==> config.mk <==
export PLATFORM = sky130hd
export DESIGN_NAME = tpe_front
export DESIGN_NICKNAME = d
export VERILOG_FILES = /design/src/rtl/core/tpe_pkg.sv /design/src/rtl/core/tpe_front.sv
export SDC_FILE = /design/constraint.sdc
export NUM_CORES = 1
export LEC_CHECK = 0
export BUFFER_PORTS_ARGS = -buffer_cell sky130_fd_sc_hd__buf_2
export CAP_MARGIN = 20
export CORE_MARGIN = 2
export CORE_UTILIZATION = 48
export CTS_BUF_LIST = sky130_fd_sc_hd__clkbuf_8
export DETAILED_ROUTE_END_ITERATION = 8
export PLACE_DENSITY = 0.78
export SYNTH_ARGS = -nofsm -noshare
export SYNTH_HDL_FRONTEND = slang
export SYNTH_SLANG_ARGS = --single-unit
==> constraint.sdc <==
create_clock -name clk -period 4.2 [get_ports clk]
set_input_delay 0.84 -clock clk [delete_from_list [all_inputs] [get_ports clk]]
set_output_delay 0.84 -clock clk [all_outputs]
set_load 0.01 [all_outputs]
==> src/rtl/core/tpe_pkg.sv <==
package tpe_pkg;

  localparam int DIST_FRAC_BITS   = 24;
  localparam int ENERGY_FRAC_BITS = 24;

  localparam int R_W    = 32;               // r_squared
  localparam int E_W    = 40;               // energy and shifts
  localparam int ST_W   = 2;
  localparam int KIND_W = 2;

  // 1/r2 in Q.32: r2 >= 2^-6 keeps it at or below 2^38
  localparam int Q_W    = 39;
  localparam int REM_W  = R_W + 1;
  // sqrt operand is r2 in Q.32
  localparam int X_W    = 64 - DIST_FRAC_BITS;
  localparam int SQ_W   = (X_W + 1) / 2;
  localparam int SR_W   = SQ_W + 4;

  localparam int MH_W   = 24;               // partial product half width
  localparam int M_W    = 2 * MH_W;
  localparam int P_W    = 2 * M_W;
  localparam int S6_W   = 45;               // s6 below 2^45 or saturated
  localparam int SUM_W  = 64;

  localparam int ADDR_W = 6;
  localparam int DATA_W = 64;

  localparam logic [KIND_W-1:0] KIND_LJ = 2'd0;
  localparam logic [KIND_W-1:0] KIND_SS = 2'd1;
  localparam logic [KIND_W-1:0] KIND_SW = 2'd2;

  localparam logic [ST_W-1:0] ST_OK   = 2'd0;
  localparam logic [ST_W-1:0] ST_CORE = 2'd1;
  localparam logic [ST_W-1:0] ST_SAT  = 2'd2;

  localparam logic [2:0] REG_KIND   = 3'd0;
  localparam logic [2:0] REG_CUT_EN = 3'd1;
  localparam logic [2:0] REG_CUT_SQ = 3'd2;
  localparam logic [2:0] REG_E_SH   = 3'd3;
  localparam logic [2:0] REG_F_SH   = 3'd4;

  typedef enum logic [2:0] {
    CLS_CALC,
    CLS_ZERO,
    CLS_SAT,
    CLS_SWOUT,
    CLS_CORE
  } cls_t;

  typedef struct packed {
    cls_t           cls;
    logic           ss;
    logic [R_W-1:0] r;
  } item_t;

  typedef struct packed {
    logic vld;
    cls_t cls;
    logic ss;
  } tag_t;

  typedef struct packed {
    logic [KIND_W-1:0]     kind;
    logic                  cut_en;
    logic [R_W-1:0]        cut_sq;
    logic signed [E_W-1:0] e_shift;
    logic signed [E_W-1:0] f_shift;
  } cfg_t;

endpackage

==> src/rtl/core/tpe_front.sv <==
module tpe_front import tpe_pkg::*; (
  input  logic           clk,
  input  logic           rst_n,
  input  logic           in_tvalid,
  output logic           in_tready,
  input  logic [R_W-1:0] in_r,
  input  cfg_t           cfg,
  input  logic           q_pop,
  output logic           q_vld,
  output item_t          q_item
);

  localparam int QD   = 4;
  localparam int QA_W = 2;

  item_t             mem_r [QD];
  logic [QA_W:0]     wr_ptr_r, wr_ptr_nxt;
  logic [QA_W:0]     rd_ptr_r, rd_ptr_nxt;
  logic              full, empty, push;
  item_t             item;

  assign full      = (wr_ptr_r ^ rd_ptr_r) == {1'b1, {QA_W{1'b0}}};
  assign empty     = wr_ptr_r == rd_ptr_r;
  assign in_tready = !full;
  assign push      = in_tvalid && !full;
  assign q_vld     = !empty;
  assign q_item    = mem_r[rd_ptr_r[QA_W-1:0]];

  // classify the pair before it enters the arithmetic
  always_comb begin
    item.r  = in_r;
    item.ss = cfg.kind == KIND_SS;
    if (cfg.cut_en && (in_r > cfg.cut_sq)) begin
      item.cls = CLS_ZERO;
    end else if (cfg.kind == KIND_SW) begin
      item.cls = ({1'b0, in_r} > (33'(1) << DIST_FRAC_BITS)) ? CLS_SWOUT : CLS_CORE;
    end else if (in_r < (R_W'(1) << (DIST_FRAC_BITS - 6))) begin
      item.cls = CLS_SAT;
    end else begin
      item.cls = CLS_CALC;
    end
  end

  assign wr_ptr_nxt = wr_ptr_r + (QA_W+1)'(push);
  assign rd_ptr_nxt = rd_ptr_r + (QA_W+1)'(q_pop && !empty);

  always_ff @(posedge clk) begin
    if (!rst_n) begin
      wr_ptr_r <= '0;
      rd_ptr_r <= '0;
    end else begin
      wr_ptr_r <= wr_ptr_nxt;
      rd_ptr_r <= rd_ptr_nxt;
    end
  end

  always_ff @(posedge clk) begin
    if (push) begin
      mem_r[wr_ptr_r[QA_W-1:0]] <= item;
    end
  end

endmodule

==> key figures, run 1 <==
Cells and area
  • Commonest non-fill, non-tap cells in the layout: edfxtp_1, buf_2, inv_1, mux4_2, ha_1
  • Final net count: 669
  • Antenna Cells: 0
  • Register area: 0.00445 mm2
  • Layout cells sized above 1: 0.376
  • Multi-input logic area: 0.00185 mm2
  • Post-route non-filler standard cell count: 671
  • Fill cells: 1027
  • Commonest non-fill, non-tap cell in the layout: edfxtp_1
  • Layout Area Growth over Synthesis: 18.2%

Timing
  • Max-slew violation count: 0
  • Slew @ Worst Pin: 0.974 ns
  • # setup viols final: 0
  • Max Clock Skew: 0.00639 ns
  • Hold Fails Final Rpt: 0
  • RSZ-0062 raised after global routing: no
  • Fin crit period: 3.01 ns
  • Max-slew headroom: 0.351
  • FMAX: 0.333 GHz
  • Hold slack: 0.601 ns
  • Final period util: 0.716

Global routing
  • First-pass GRT wire length: 20000 um
  • Total GRT Usage: 0.191
  • Gr ovfl total: 0
  • Initial antenna violation count: 0
  • Number of global-route vias before repair: 3831
  • Largest net degree at the start of global routing: 38

Detailed routing
  • DR vias: 3675
  • DRT Wirelength: 12800 um
  • DRC Markers: 0
  • Post-detailed-route count of antenna-violating nets: 0
  • Drt wl/cell: 19.0 um
  • Post-DR vias/cell: 5.48
  • Number of DRC markers in iteration 0: 317
  • DRT Pass-1 Iters: 4

Synth
  • Synth cell types: 38
  • Adder-Cell Fraction of Synth Area: 0.0699
  • Post-Syn Area: 0.00645 mm2
  • Flops & latches, synth: 150
  • Syn Inst Count: 358
  • Seq/Total Area, Yosys: 0.689
  • Async S/R FF share, synth: 0
  • XOR/XNOR Fraction of Synth Area: 0.00679
  • Mux share of post-synthesis cell area: 0.126
  • Post-synth EDFFs: 144
  • Syn Nets: 545
  • Syn avg cell area: 18.0 um2
  • Synth Area in Compound Gates: 0.0295
  • Simple-Gate Fraction of Synth Area: 0.0528
  • Main synth FF type: edfxtp_1
  • Synthesis Warnings: 0
  • Largest family of logic cells by synthesized area: multiplexers

Pwr
  • Register share of total power: 0.513
  • Internal power: 0.00259 W
  • Static leakage: 2.89 nW
  • P_sw: 0.000841 W
  • Clk pwr share: 0.309
  • Max rail drop VDD: 0.000214 V
  • Switching share of power: 0.245
  • Power Dens Cells: 450 mW/mm2
  • Combinational share of power: 0.178

Setup path
  • WP buf/inv: 2
  • Worst path depth: 3
  • Setup crit start: rd_ptr_r[0]
  • CP delay by family, top: flip-flops
  • Critical Path AT: 2.17 ns
  • Worst r2r src: rd_ptr_r[0]
  • Crit path capture type: output port
  • Worst path required time: 3.36 ns
  • Critical path's slowest cell: dfxtp_2
  • Crit start category: flop
  • Reg2reg end: mem_r[3][22]
  • Crit path cell chain: buf_12 > mux4_2 > buf_2
  • R2R Setup Slk: 1.64 ns
  • Critical Path Fanout Max: 24
  • Kind of critical path: flop to output port
  • Worst Reg2Reg Path Length in Cells: 5
  • Crit path largest cell delay: 0.68 ns

Floorplanning
  • Starting Density: 0.489
  • DIE AREA: 0.0144 mm2
  • Rows: 42
  • Core Box Area: 0.0132 mm2
  • Die Ht: 120 um
  • # IOs: 189
  • Die W: 120 um

Clock tree
  • CTS tree: yes
  • Hold buffer count at CTS: 0
  • CTS max path bufs: 2
  • Clk sinks: 150
  • Clk_lat worst skew: 0.44 ns
  • # H-tree levels: 4
  • Root Buffer: clkbuf_8
  • Clock Pin Slew Worst Setup and Hold Paths: 0.08 ns
  • Number of post-CTS setup repair buffers: 0
  • Num CTS Buffers: 17
  • Cts repair resizes: 0

Worst hold path
  • Min-delay src: wr_ptr_r[2]
  • HP Class: flop to flop
  • WHS Path Cells: 2
  • Min-Delay Endpoint: wr_ptr_r[2]

Place
  • PortBufs: 108
  • Placed Instances: 639
  • Post-DP HPWL: 8450 um
  • Gpl congestion: 0.736

Run
  • # Max-Cap Violations: 0

Outcome
  • Status: completed
synthesized netlist by cell type, drive strengths merged, types with 2 or more instances:
cell / instances / area share
nor2b: 3 / 0.0029
clkbuf: 4 / 0.0023
nor4: 8 / 0.010
dfxtp: 6 / 0.019
nand3: 3 / 0.0023
nor3: 3 / 0.0023
o21a: 2 / 0.0023
nor3b: 2 / 0.0023
inv: 35 / 0.020
ha: 36 / 0.070
a21o: 2 / 0.0023
nor2: 5 / 0.0029
edfxtp: 144 / 0.67
nand2: 9 / 0.0052
or3: 2 / 0.0019
and2: 7 / 0.0068
a21oi: 14 / 0.011
xor2: 4 / 0.0054
buf: 4 / 0.0031
mux4: 36 / 0.13
nand4: 10 / 0.0097
o21ai: 6 / 0.0047
power groups by stage:
stage / logic [W] / clock network (W) / registers (W)
floorplan: 0.000396 / 0 / 0.00177
global placement: 0.000606 / 0 / 0.00179
detailed placement: 0.000621 / 0 / 0.00180
CTS: 0.000623 / 0.00109 / 0.00177
global route: 0.000667 / 0.00114 / 0.00177
finish: 0.000609 / 0.00106 / 0.00176
metal layers:
metal,track usage,wire length (um),vias up
met1,0.245,5420,1839
met5,0,0,-
met2,0.318,6420,141
li1,-,-,1678
met4,0.0706,186,0
met3,0.0471,746,17
metrics by stage:
stage | cell area (um2) | utilization | setup slack, ns | setup TNS, ns | total power (W)
after floorplan | 6450 | - | -0.0961 | -6.34 | 0.00217
after global placement | 7240 | 0.549 | 0.993 | 0 | 0.00240
after detailed placement | 7240 | 0.549 | 0.834 | 0 | 0.00242
after CTS | 7620 | 0.578 | 1.07 | 0 | 0.00348
after global routing | 7620 | 0.578 | 1.00 | 0 | 0.00358
final | 7620 | 0.578 | 1.19 | 0 | 0.00343
sequential cells by signal, summed over array words and instances, names as in the netlist:
name,count
mem_r,144
rd_ptr_r,3
wr_ptr_r,3
cell families (layout without fill, tap and decap cells):
kind of cell	Yosys count	after routing
compound gates	31	31
mux	36	36
buf+inv	43	180
flops	150	150
simple gates	57	57
fa+ha+maj	36	36
xor+xnor	5	5
worst max-delay path by stage:
stage                   end
3_5_place_dp   mem_r[1][35]
3_3_place_gp   mem_r[0][35]
5_1_grt           q_item[1]
2_1_floorplan   mem_r[2][0]
4_1_cts          q_item[35]
6_report          q_item[1]
cell type report:
| type | instances | area share |
|---|---|---|
| clock inverters | 15 | 0.0190 |
| clock buffers | 17 | 0.0307 |
| well taps | 176 | 0.0289 |
| flip-flops and latches | 150 | 0.584 |
| multi-input cells | 165 | 0.243 |
| repair buffers | 113 | 0.0775 |
| inverters | 35 | 0.0172 |
worst register-to-register path, stage by stage (launching register included):
cell and delay, ns:
dfxtp_2 0.68, xor2_1 0.24, or3_1 0.15, nand2_1 0.15, inv_1 0.11, and3_2 0.84
(Power assumes the default switching activity.)
==> run 2, diff against run 1 <==
--- a/config.mk
+++ b/config.mk
@@ -8,10 +8,10 @@
 export BUFFER_PORTS_ARGS = -buffer_cell sky130_fd_sc_hd__buf_2
 export CAP_MARGIN = 20
 export CORE_MARGIN = 2
-export CORE_UTILIZATION = 48
+export CORE_UTILIZATION = 54
 export CTS_BUF_LIST = sky130_fd_sc_hd__clkbuf_8
 export DETAILED_ROUTE_END_ITERATION = 8
-export PLACE_DENSITY = 0.78
+export PLACE_DENSITY = 0.83
 export SYNTH_ARGS = -nofsm -noshare
 export SYNTH_HDL_FRONTEND = slang
 export SYNTH_SLANG_ARGS = --single-unit
==> constraint.sdc (replaced) <==
create_clock -name clk -period 3.03 [get_ports clk]
set_input_delay 0.606 -clock clk [delete_from_list [all_inputs] [get_ports clk]]
set_output_delay 0.606 -clock clk [all_outputs]
set_load 0.01 [all_outputs]
==> run 2 against run 1 <==
Net effect:
- the flow now finishes with violations (DRC)
- worst hold slack lost 0.19 ns
- sequential share of layout area shrank 0.33 points
- count of clock-buffer cells in the layout is the same
- final cell count shrank 4.6%
- combinational power grew 43%
- critical path depth is the same
- routed wire length is essentially flat
- largest cell class unchanged
==> key figures, run 2 (same netlist as run 1, synthesis figures left out) <==
Outcome
  • Status: finished with violations
  • Failing checks: DRC

Floorplanning
  • Starting Density: 0.560 (+0.0710)
  • # IOs: 189 (unchanged)
  • Rows: 39 (-7.1%)
  • Die W: 113 um (-5.5%)
  • DIE AREA: 0.0128 mm2 (-11%)
  • Die Ht: 113 um (-5.5%)
  • Core Box Area: 0.0115 mm2 (-13%)

Cells and area
  • Commonest non-fill, non-tap cells in the layout: edfxtp_1, buf_2, mux4_2, ha_1, inv_1
  • Commonest non-fill, non-tap cell in the layout: edfxtp_1
  • Layout Area Growth over Synthesis: 18.9%
  • Fill cells: 774 (-25%)
  • Layout cells sized above 1: 0.386 (+0.0106)
  • Antenna Cells: 0 (unchanged)
  • Post-route non-filler standard cell count: 640 (-4.6%)
  • Max FFs per register: 144 (unchanged)
  • Final net count: 672 (+0.45%)

Timing
  • Max-slew headroom: 0.365 (+0.0142)
  • RSZ-0062 raised after global routing: no
  • Hold Fails Final Rpt: 0 (unchanged)
  • Max-slew violation count: 0 (unchanged)
  • Final period util: 0.918
  • FMAX: 0.360 GHz
  • Max Clock Skew: 0.00980 ns (+0.00341 ns)
  • Slew @ Worst Pin: 0.953 ns (-0.0212 ns)
  • # setup viols final: 0 (unchanged)
  • Setup TNS: 0 ns (unchanged)
  • Fin crit period: 2.78 ns

Global routing
  • Initial antenna violation count: 0 (unchanged)
  • First-pass GRT wire length: 19600 um (-2.0%)
  • Total GRT Usage: 0.207 (+0.0165)
  • Gr ovfl total: 0 (unchanged)
  • Number of global-route vias before repair: 3716 (-3.0%)
  • Largest net degree at the start of global routing: 38 (unchanged)

Setup path
  • Critical path's slowest cell: mux4_2
  • Critical Path Fanout Max: 37 (+54%)
  • Worst Reg2Reg Path Length in Cells: 5 (unchanged)
  • CP delay by family, top: buffers and inverters
  • Worst path depth: 3 (unchanged)
  • Crit start category: flop
  • Crit path cell chain: buf_4 > mux4_2 > buf_2
  • Kind of critical path: flop to output port
  • WP buf/inv: 2 (unchanged)
  • Critical Path AT: 2.17 ns (about the same)
  • Worst path required time: 2.42 ns (-0.94 ns)
  • Crit path largest cell delay: 0.62 ns (-0.06 ns)
  • Crit path capture type: output port

Worst hold path
  • WHS Path Cells: 1 (-1)
  • HP Class: primary input to flop

Clock tree
  • Hold buffer count at CTS: 0 (unchanged)
  • Clk sinks: 150 (unchanged)
  • Clock Pin Slew Worst Setup and Hold Paths: 0.09 ns (about the same)
  • CTS max path bufs: 2 (unchanged)
  • Clk_lat worst skew: 0.44 ns (about the same)
  • Cts repair resizes: 0 (unchanged)
  • Num CTS Buffers: 17 (unchanged)
  • Number of post-CTS setup repair buffers: 0 (unchanged)
  • Root Buffer: clkbuf_8
  • # H-tree levels: 4 (unchanged)
  • CTS tree: yes

Detailed routing
  • DRT Pass-1 Iters: 6 (+2)
  • Post-DR vias/cell: 5.76 (+5.1%)
  • Drt wl/cell: 19.9 um (+4.8%)
  • DR vias: 3685 (+0.27%)
  • Number of DRC markers in iteration 0: 307 (-3.2%)
  • DRT Wirelength: 12800 um (about the same)
  • Post-detailed-route count of antenna-violating nets: 0 (unchanged)
  • DRC Markers: 8 (+8)

Pwr
  • Power Dens Cells: 643 mW/mm2 (+43%)
  • Max rail drop VDD: 0.000336 V (+57%)
  • Static leakage: 2.91 nW (+0.62%)

Place
  • Post-DP HPWL: 8370 um (-1.0%)
  • PortBufs: 108 (unchanged)
  • Placed Instances: 609 (-4.7%)
  • Gpl congestion: 0.827 (+12%)

Run
  • # Max-Cap Violations: 0 (unchanged)
## run 2: worst paths after layout
| kind | slack [ns] | from | to |
|---|---|---|---|
| worst max-delay path | 0.25 | rd_ptr_r[0] | q_item[24] |
| worst min-delay path | 0.41 | in_r[22] | mem_r[2][22] |
| worst max register to register | 0.60 | wr_ptr_r[0] | mem_r[3][15] |
| worst min register to register | 0.60 | wr_ptr_r[2] | wr_ptr_r[2] |
## run 2: cell type report
class | count | area (um2) | share of cell area
Tap cell | 143 | 179 | 0.0233
Clock buffer | 17 | 234 | 0.0305
Inverter | 35 | 131 | 0.0171
Sequential cell | 150 | 4450 | 0.580
Timing Repair Buffer | 116 | 601 | 0.0784
Clock inverter | 14 | 201 | 0.0263
Multi-Input combinational cell | 165 | 1870 | 0.244
## run 2: worst reg2reg max path, delay by kind of cell (launching register included)
family	cells	cell delay, ns
buffers and inverters	1	0.13
flip-flops	1	0.52
XOR/XNOR	1	0.23
AND/OR/NAND/NOR	3	1.17
## run 2: where the power goes
group / internal (W) / switching (W)
logic: 0.000409 / 0.000460
clock network: 0.000902 / 0.000743
registers: 0.00238 / 0.0000298
## run 2: layer usage
metal,vias to the layer above,track usage,part of all wire
met1,1840,0.281,0.41
met4,0,0.0634,0.010
met2,148,0.335,0.50
met3,13,0.0546,0.077
li1,1684,-,-
met5,-,0,0
## run 2: through the flow
step           power, W  hold WS, ns  utilization  setup slack (ns)  instance area, um2
2_1_floorplan   0.00300        0.546            -           -0.0333                6460
3_3_place_gp    0.00331        0.577        0.628             0.375                7230
3_5_place_dp    0.00334        0.575        0.628             0.320                7230
4_1_cts         0.00497        0.395        0.665             0.158                7660
5_1_grt         0.00512        0.397        0.665            0.0792                7660
6_report        0.00493        0.415        0.665             0.250                7660
